$ cat config.mk
export PLATFORM = sky130hd
export DESIGN_NAME = qmn_fifo
export DESIGN_NICKNAME = d
export VERILOG_FILES = /design/src/rtl/assert_macros.svh /design/src/rtl/qmn_pkg.sv /design/src/rtl/qmn_fifo.sv
export SDC_FILE = /design/constraint.sdc
export NUM_CORES = 1
export LEC_CHECK = 0
export ABC_CLOCK_PERIOD_IN_PS = 2300
export BUFFER_PORTS_ARGS = -buffer_cell sky130_fd_sc_hd__buf_2
export CAP_MARGIN = 40
export CORE_ASPECT_RATIO = 1.4
export CORE_MARGIN = 2
export CORE_UTILIZATION = 40
export CTS_CLUSTER_DIAMETER = 150
export CTS_CLUSTER_SIZE = 16
export DETAILED_ROUTE_END_ITERATION = 8
export SLEW_MARGIN = 0
export SYNTH_ARGS = -nofsm -noshare
export SYNTH_HDL_FRONTEND = slang
export SYNTH_SLANG_ARGS = --single-unit
$ cat constraint.sdc
create_clock -name clock -period 2.3 [get_ports clock]
set_input_delay 0.345 -clock clock [delete_from_list [all_inputs] [get_ports clock]]
set_output_delay 0.345 -clock clock [all_outputs]
set_load 0.01 [all_outputs]
$ cat src/rtl/assert_macros.svh
// assertion macros shared by the rtl
`ifndef ASSERT_MACROS_SVH
`define ASSERT_MACROS_SVH

// same-cycle implication, checked out of reset
`define QMN_ASSERT_NOW(lbl, clk, rst, ante, cons, msg) \
   lbl: assert property (@(posedge clk) disable iff (rst) (ante) |-> (cons)) \
      else $error(msg);

// next-cycle implication, checked out of reset
`define QMN_ASSERT_NEXT(lbl, clk, rst, ante, cons, msg) \
   lbl: assert property (@(posedge clk) disable iff (rst) (ante) |=> (cons)) \
      else $error(msg);

`endif

$ cat src/rtl/qmn_pkg.sv
`timescale 1ns / 1ps
// ----------------------------------------------------------------------------
// qmn_pkg
// shared types, constants and the reciprocal square root seed table
// ----------------------------------------------------------------------------
package qmn_pkg;

   localparam int CompWidth = 16;
   localparam int FifoDepth = 4;
   localparam int FifoAw    = 2;

   typedef logic signed [CompWidth-1:0] comp_type;

   // rounded product waiting for the back end
   typedef struct packed {
      logic [3:0][CompWidth-1:0] q;
      logic                      sat;
   } quat_type;

   typedef struct packed {
      logic full;
      logic empty;
   } fifo_status_type;

   // seed for 2^31/sqrt(m), m in [1,4), indexed by the top four bits of m
   function automatic logic [31:0] rsq_seed(input logic [3:0] idx);
      logic [31:0] v;
      unique case (idx)
         4'd0, 4'd1, 4'd2, 4'd3: v = 32'd2147483648;
         4'd4:  v = 32'd2024667000;
         4'd5:  v = 32'd1831380197;
         4'd6:  v = 32'd1684624762;
         4'd7:  v = 32'd1568300317;
         4'd8:  v = 32'd1473161628;
         4'd9:  v = 32'd1393471388;
         4'd10: v = 32'd1325455684;
         4'd11: v = 32'd1266516749;
         4'd12: v = 32'd1214800189;
         4'd13: v = 32'd1168942051;
         4'd14: v = 32'd1127913688;
         4'd15: v = 32'd1090922767;
         default: v = 32'd2147483648;
      endcase
      return v;
   endfunction

endpackage

$ cat src/rtl/qmn_fifo.sv
`timescale 1ns / 1ps
// ----------------------------------------------------------------------------
// qmn_fifo
// short queue between the front and back ends
// ----------------------------------------------------------------------------
module qmn_fifo (
   input  logic                     clock,
   input  logic                     reset,
   input  logic                     push,
   input  qmn_pkg::quat_type        push_data,
   input  logic                     pop,
   output qmn_pkg::quat_type        pop_data,
   output qmn_pkg::fifo_status_type status
);

   qmn_pkg::quat_type              mem_ff [qmn_pkg::FifoDepth];
   logic [qmn_pkg::FifoAw-1:0]     wr_ff;
   logic [qmn_pkg::FifoAw-1:0]     rd_ff;
   logic [qmn_pkg::FifoAw:0]       cnt_ff;

   assign status.full  = cnt_ff == (qmn_pkg::FifoAw + 1)'(qmn_pkg::FifoDepth);
   assign status.empty = cnt_ff == '0;
   assign pop_data     = mem_ff[rd_ff];

   always_ff @(posedge clock) begin
      if (reset) begin
         wr_ff  <= '0;
         rd_ff  <= '0;
         cnt_ff <= '0;
      end else begin
         if (push) begin
            wr_ff <= wr_ff + 1'b1;
         end
         if (pop) begin
            rd_ff <= rd_ff + 1'b1;
         end
         if (push && !pop) begin
            cnt_ff <= cnt_ff + 1'b1;
         end else if (pop && !push) begin
            cnt_ff <= cnt_ff - 1'b1;
         end
      end
      if (push) begin
         mem_ff[wr_ff] <= push_data;
      end
   end

endmodule

==> impl_metrics.py, run 1 <==
metrics = {
    "detailed_routing": {
        "drt.antenna.violating_nets": 0,
        "via_per_inst": 5.05,
        "wirelength_um": 18200,
        "wire_per_inst_um": 21.1,
        "dr.pass1.iters": 5,
        "first_iter_violations": 270,
        "num_vias": 4370,
        "drc_errors": 0,
    },
    "synthesis": {
        "synth-simple-area-share_pct": 0.749,
        "syn-num-nets": 458,
        "ys_warn_count": 0,
        "synthMuxAreaShare_pct": 15.1,
        "yosysSeqAreaShare_pct": 81.1,
        "synth_cells": 383,
        "synth_top_family_by_area": "multiplexers",
        "synthXorXnorAreaFrac_pct": 0.444,
        "synth_compound_area_share_pct": 0.102,
        "yosys.area_share.adder_pct": 0.838,
        "synth_seq_cells": 269,
        "ys_types": 22,
        "netlist_area_um2": 9850,
        "syn_avg_cell_area_um2": 25.7,
    },
    "power_and_ir_drop": {
        "power_uw": 9990,
        "ir_drop_v": 0.000639,
        "p_per_area_nw_per_um2": 856,
        "power.leakage_uw": 0.00390,
    },
    "cells_and_area": {
        "fillerInstances": 1982,
        "final_cell_mix": "edfxtp_1, buf_2, mux4_2",
        "seqCellArea_um2": 8000,
        "area_growth_pct": 18.4,
        "drive_gt1_share_pct": 44.6,
        "fin_area_um2": 11700,
        "fin_util_pct": 47.8,
        "fin_nets": 617,
        "mostFrequentLayoutCell": "edfxtp_1",
        "multiInputGateArea_um2": 1700,
    },
    "worst_hold_path": {
        "worstHoldPathType": "primary input to flop",
    },
    "worst_setup_path": {
        "start_kind": "flop",
        "cp.arrival_ps": 1880,
        "path_class": "flop to output port",
        "critPathRequiredTime_ps": 1960,
        "crit_fanout": 26,
        "end_kind": "output port",
    },
    "timing": {
        "fin_crit_sh_pct": 96.8,
        "slew_headroom_pct": 69.0,
        "tns_ps": 0,
        "skew_ps": 12.1,
        "rsz0062_at_grt": "true",
        "hold_violations": 0,
        "maxSlewViolCount": 0,
        "tightest_slew_ps": 465,
        "fin_crit_ps": 2230,
        "max_clock_freq_ghz": 0.449,
        "setup_viol_count_final": 0,
    },
    "place": {
        "hpwl_um": 11300,
        "io_buffers": 135,
        "placed_cell_area_um2": 11000,
        "routabilityCongestion": 0.692,
    },
    "cts": {
        "cts_tree": "yes",
        "numClockSinks": 269,
        "cts_htree_levels": 1,
        "cts_made_buffers": 20,
        "clock_path_buffers": 3,
        "clk_latency_ps": 500,
        "cts_hold_buf": 0,
        "root_buffer": "clkbuf_16",
        "clk_pin_slew_ps": 80,
    },
    "grt": {
        "grt_start_max_net_pins": 37,
        "track_usage_pct": 14.3,
        "antenna_found_initial": 1,
        "grt_overflow": 0,
        "grt_pass1_wl_um": 27800,
        "grt_pass1_vias": 4896,
    },
    "floorplan": {
        "dieArea_um2": 25900,
        "fp-row-count": 68,
        "core-area_um2": 24400,
        "start_util_pct": 40.4,
        "ioPinCount": 136,
        "die_w_um": 137,
        "die_h_um": 190,
    },
    "flow_run": {
        "maxCapViolCount": 0,
    },
    "outcome": {
        "outcome": "complete, no violations",
    },
}
[metrics by stage]
| stage | worst slack, ps | hold WS, ps | cells |
|---|---|---|---|
| detailed placement | 404 | 520 | 833 |
| finish | 72.7 | 58.0 | 865 |
| global route | -26.3 | 30.0 | 864 |
| CTS | 16.1 | 34.6 | 864 |
| floorplan | 507 | 444 | 383 |
| global placement | 433 | 476 | 833 |
[what timing repair did]
action,in CTS,in global routing
setup endpoints to repair,56,20
buffers inserted,2,0
gates resized for setup,1,14
hold endpoints to repair,0,0
[worst max-delay path: stages (launching register included)]
cell and delay [ps]:
dfxtp_4 430, buf_16 250, mux4_2 560, buf_6 140
[layout make-up]
type | instances | share of cell area (%)
sequential | 269 | 68.5
multi-input combinational | 95 | 14.6
timing repair buffer | 152 | 8.56
clock buffer | 28 | 4.73
tap | 315 | 3.38
inverter | 4 | 0.129
clock inverter | 1 | 0.0429
antenna | 1 | 0.0215
[routing by layer]
metal	vias up	wire, um	GRT usage, %
li1	1934	-	-
met4	2	350	4.01
met1	2316	6990	17.4
met5	-	16	0
met2	95	9930	25.8
met3	23	936	2.72
[cell usage after synthesis]
cell	n	area (um^2)
mux2i_1	2	20.0
buf_6	1	11.3
nor3_1	1	5.00
edfxtp_1	260	7810
inv_1	4	15.0
and2_1	4	25.0
buf_4	1	7.51
xnor2_1	2	17.5
nor3b_1	1	7.51
o21ai_0	1	5.00
nand2_1	1	3.75
nor2_1	7	26.3
ha_1	5	62.6
fa_1	1	20.0
clkbuf_1	2	7.51
xor2_1	3	26.3
a21oi_1	1	5.00
dfxtp_1	9	180
buf_2	6	30.0
mux4_2	65	1460
buf_12	5	100
or3_1	1	6.26
[where the power goes]
| part | leakage, uW | switching, uW | internal, uW |
|---|---|---|---|
| combinational | 0.00117 | 561 | 553 |
| sequential | 0.00246 | 75.7 | 5620 |
| clock | 0.000271 | 1520 | 1660 |
[path summary, 6_finish.rpt]
kind                 startpoint       endpoint  slack, ps  cells after the start
setup / recovery           flop   pop_data[17]         70                      3
hold / removal    push_data[56]  mem_ff[3][56]         60                      1
setup reg to reg       wr_ff[0]  mem_ff[1][36]        690                      3
hold reg to reg       cnt_ff[2]      cnt_ff[2]        520                      2
[flip-flops by register name, summed over array words and instances (netlist names), named ones only]
name / flops
rd_ff: 2
cnt_ff: 3
mem_ff: 260
wr_ff: 2
[cells by family after synthesis]
kind of cell,Yosys count
buffers and inverters,19
AOI/OAI and AO/OA,2
muxes,67
adders and majority gates,6
xor gates and xnor gates,5
DFF,269
and+or+nand+nor,15
Power figures use the tool's default switching activity.
==> inputs of run 2 (changes only) <==
Settings changed: ABC_AREA set to 1.
==> run 2 against run 1 <==
Routed wire length is 14% higher. Critical endpoint is now pop_data[23]. Hold slack worse by 2.5 ps. Clock-buffer cell count is 1 higher.
==> impl_metrics.py, run 2 <==
metrics = {
    "worst_hold_path": {
        "worst_hold_path.num_cells": 1,
        "worstHoldPathType": "primary input to flop",
    },
    "floorplan": {
        "core-area_um2": 25500,
        "die_h_um": 195,
        "start_util_pct": 40.8,
        "ioPinCount": 136,
        "fp-row-count": 69,
        "die_w_um": 140,
        "dieArea_um2": 27300,
    },
    "synthesis": {
        "yosys.area_share.adder_pct": 0.794,
        "synthMuxAreaShare_pct": 0,
        "netlist_top_cells_area": "edfxtp_1, o21ai_0, nor2_1",
        "synth_cells": 687,
        "ys_types": 25,
        "synth_compound_area_share_pct": 11.9,
        "netlist_area_um2": 10400,
        "synth_top_family_by_area": "compound AO/OA/AOI/OAI gates",
        "synth-edff-count": 260,
        "yosysSeqAreaShare_pct": 76.8,
        "synth_top_flop_cell": "edfxtp_1",
        "synth-simple-area-share_pct": 6.88,
        "yosys-top-cells-count": "edfxtp_1, nor2_1, o21ai_0, o22ai_1, o21ai_1",
        "synth_area_leader_cell": "edfxtp_1",
        "ys_warn_count": 0,
        "synth_seq_cells": 269,
        "syn-num-nets": 762,
        "async_flop_share_pct": 0,
        "syn_avg_cell_area_um2": 15.1,
        "synthXorXnorAreaFrac_pct": 0.0842,
        "netlist.area_leader.share_pct": 75.1,
        "synth_most_common_cell": "edfxtp_1",
    },
    "timing": {
        "setup_viol_count_final": 0,
        "rsz0062_at_grt": "false",
        "fin_crit_sh_pct": 93.7,
        "tns_ps": 0,
        "skew_ps": 8.26,
        "slew_headroom_pct": 68.2,
        "max_clock_freq_ghz": 0.464,
        "tightest_slew_ps": 477,
        "maxSlewViolCount": 0,
        "hold_violations": 0,
        "fin_crit_ps": 2150,
    },
    "worst_setup_path": {
        "path_class": "flop to output port",
        "end_kind": "output port",
        "start_kind": "flop",
        "crit_fanout": 35,
        "cp.arrival_ps": 1810,
        "ff2ff_path_depth": 5,
        "critPathRequiredTime_ps": 1960,
    },
    "cells_and_area": {
        "area_growth_pct": 15.3,
        "fin_nets": 893,
        "fin_area_um2": 12000,
        "diodes": 0,
        "largestRegisters": "mem_ff x260, cnt_ff x3",
        "mostFrequentLayoutCell": "edfxtp_1",
        "max_flop_register": "mem_ff",
        "drive_gt1_share_pct": 27.2,
        "final_cell_mix": "edfxtp_1, buf_2, nor2_1",
        "largest_reg_flops": 260,
    },
    "outcome": {
        "outcome": "complete, no violations",
    },
    "power_and_ir_drop": {
        "p_per_area_nw_per_um2": 823,
        "power.leakage_uw": 0.00414,
        "ir_drop_v": 0.000493,
        "power_uw": 9870,
    },
    "place": {
        "placed_cell_area_um2": 11400,
        "hpwl_um": 11500,
        "io_buffers": 135,
        "routabilityCongestion": 0.695,
    },
    "grt": {
        "grt_start_max_net_pins": 67,
        "grt_pass1_wl_um": 31900,
        "grt_pass1_vias": 5823,
        "antenna_found_initial": 0,
        "grt_overflow": 0,
        "track_usage_pct": 15.0,
    },
    "detailed_routing": {
        "drc_errors": 0,
        "first_iter_violations": 322,
        "wire_per_inst_um": 18.2,
        "dr.pass1.iters": 4,
        "num_vias": 5906,
        "wirelength_um": 20800,
        "via_per_inst": 5.16,
        "drt.antenna.violating_nets": 0,
    },
    "cts": {
        "cts_htree_levels": 1,
        "clk_pin_slew_ps": 80,
        "cts_tree": "yes",
        "root_buffer": "clkbuf_16",
        "numClockSinks": 269,
        "post_cts_buffers": 0,
        "clock_path_buffers": 3,
        "cts_made_buffers": 20,
        "clk_latency_ps": 500,
    },
    "flow_run": {
        "maxCapViolCount": 0,
    },
}
-- run 2: changes by cell type after synthesis, sizes merged, moves of 2 or more --
cell	before	now
a21oi	1	3
and2	4	0
buf	13	25
clkbuf	2	17
inv	4	17
mux2i	2	0
mux4	65	0
nand2	1	9
nor2	7	136
o21ai	1	135
o22ai	0	65
xnor2	2	0
xor2	3	1
-- run 2: layout make-up --
| cell class | count | area (um^2) |
|---|---|---|
| fillers | 2174 | 13500 |
| flip-flops and latches | 269 | 7990 |
| multi-input cells | 359 | 2050 |
| repair buffers | 151 | 923 |
| clock buffers | 29 | 556 |
| well taps | 319 | 399 |
| inverters | 17 | 68.8 |
| clock inverters | 1 | 5.00 |
-- run 2: cell families (layout without fill, tap and decap cells) --
logic type               Yosys count  count (layout)
AO/OA/AOI/OAI                    203             203
XOR/XNOR                           1               1
adder cells (fa/ha/maj)            6               6
buffers and inverters             59             198
flip-flops                       269             269
AND/OR/NAND/NOR                  149             149
-- run 2: where the power goes --
group	switching [uW]	internal, uW
clock network	1500	1670
logic	681	375
registers	54.7	5590
total	2230	7630
-- run 2: what timing repair did --
item | 4_1_cts | 5_1_grt
hold buffers | 1 | 0
hold endpoints to repair | 1 | 0
resized for setup | 0 | 0
-- run 2: stage by stage --
stage	hold WS (ps)	utilization, %	cells	worst slack [ps]
after global routing	41.0	47.1	1145	3.22
after floorplan	412	-	687	29.2
final	55.5	47.1	1145	145
after detailed placement	443	44.8	1114	648
after CTS	34.4	47.1	1145	89.9
after global placement	443	44.8	1114	641
-- run 2: worst paths after layout --
| path | startpoint | endpoint | slack, ps |
|---|---|---|---|
| max | flop | pop_data[23] | 150 |
| min | push_data[21] | mem_ff[1][21] | 60 |
| max reg2reg | wr_ff[0] | mem_ff[0][31] | 780 |
| min reg2reg | rd_ff[1] | flop | 440 |
-- run 2: per-layer routing --
| metal | share of wire, % | vias to the layer above | track usage (%) |
|---|---|---|---|
| met4 | 1.7 | 0 | 4.49 |
| met3 | 4.6 | 20 | 2.02 |
| met2 | 52 | 132 | 26.6 |
| met5 | 0 | - | 0 |
| li1 | - | 2838 | - |
| met1 | 42 | 2916 | 19.1 |
-- run 2: critical path: stages, from the launching register on --
cell	delay, ps
dfxtp_2	350
buf_4	360
o21ai_0	170
o22ai_1	250
buf_2	180
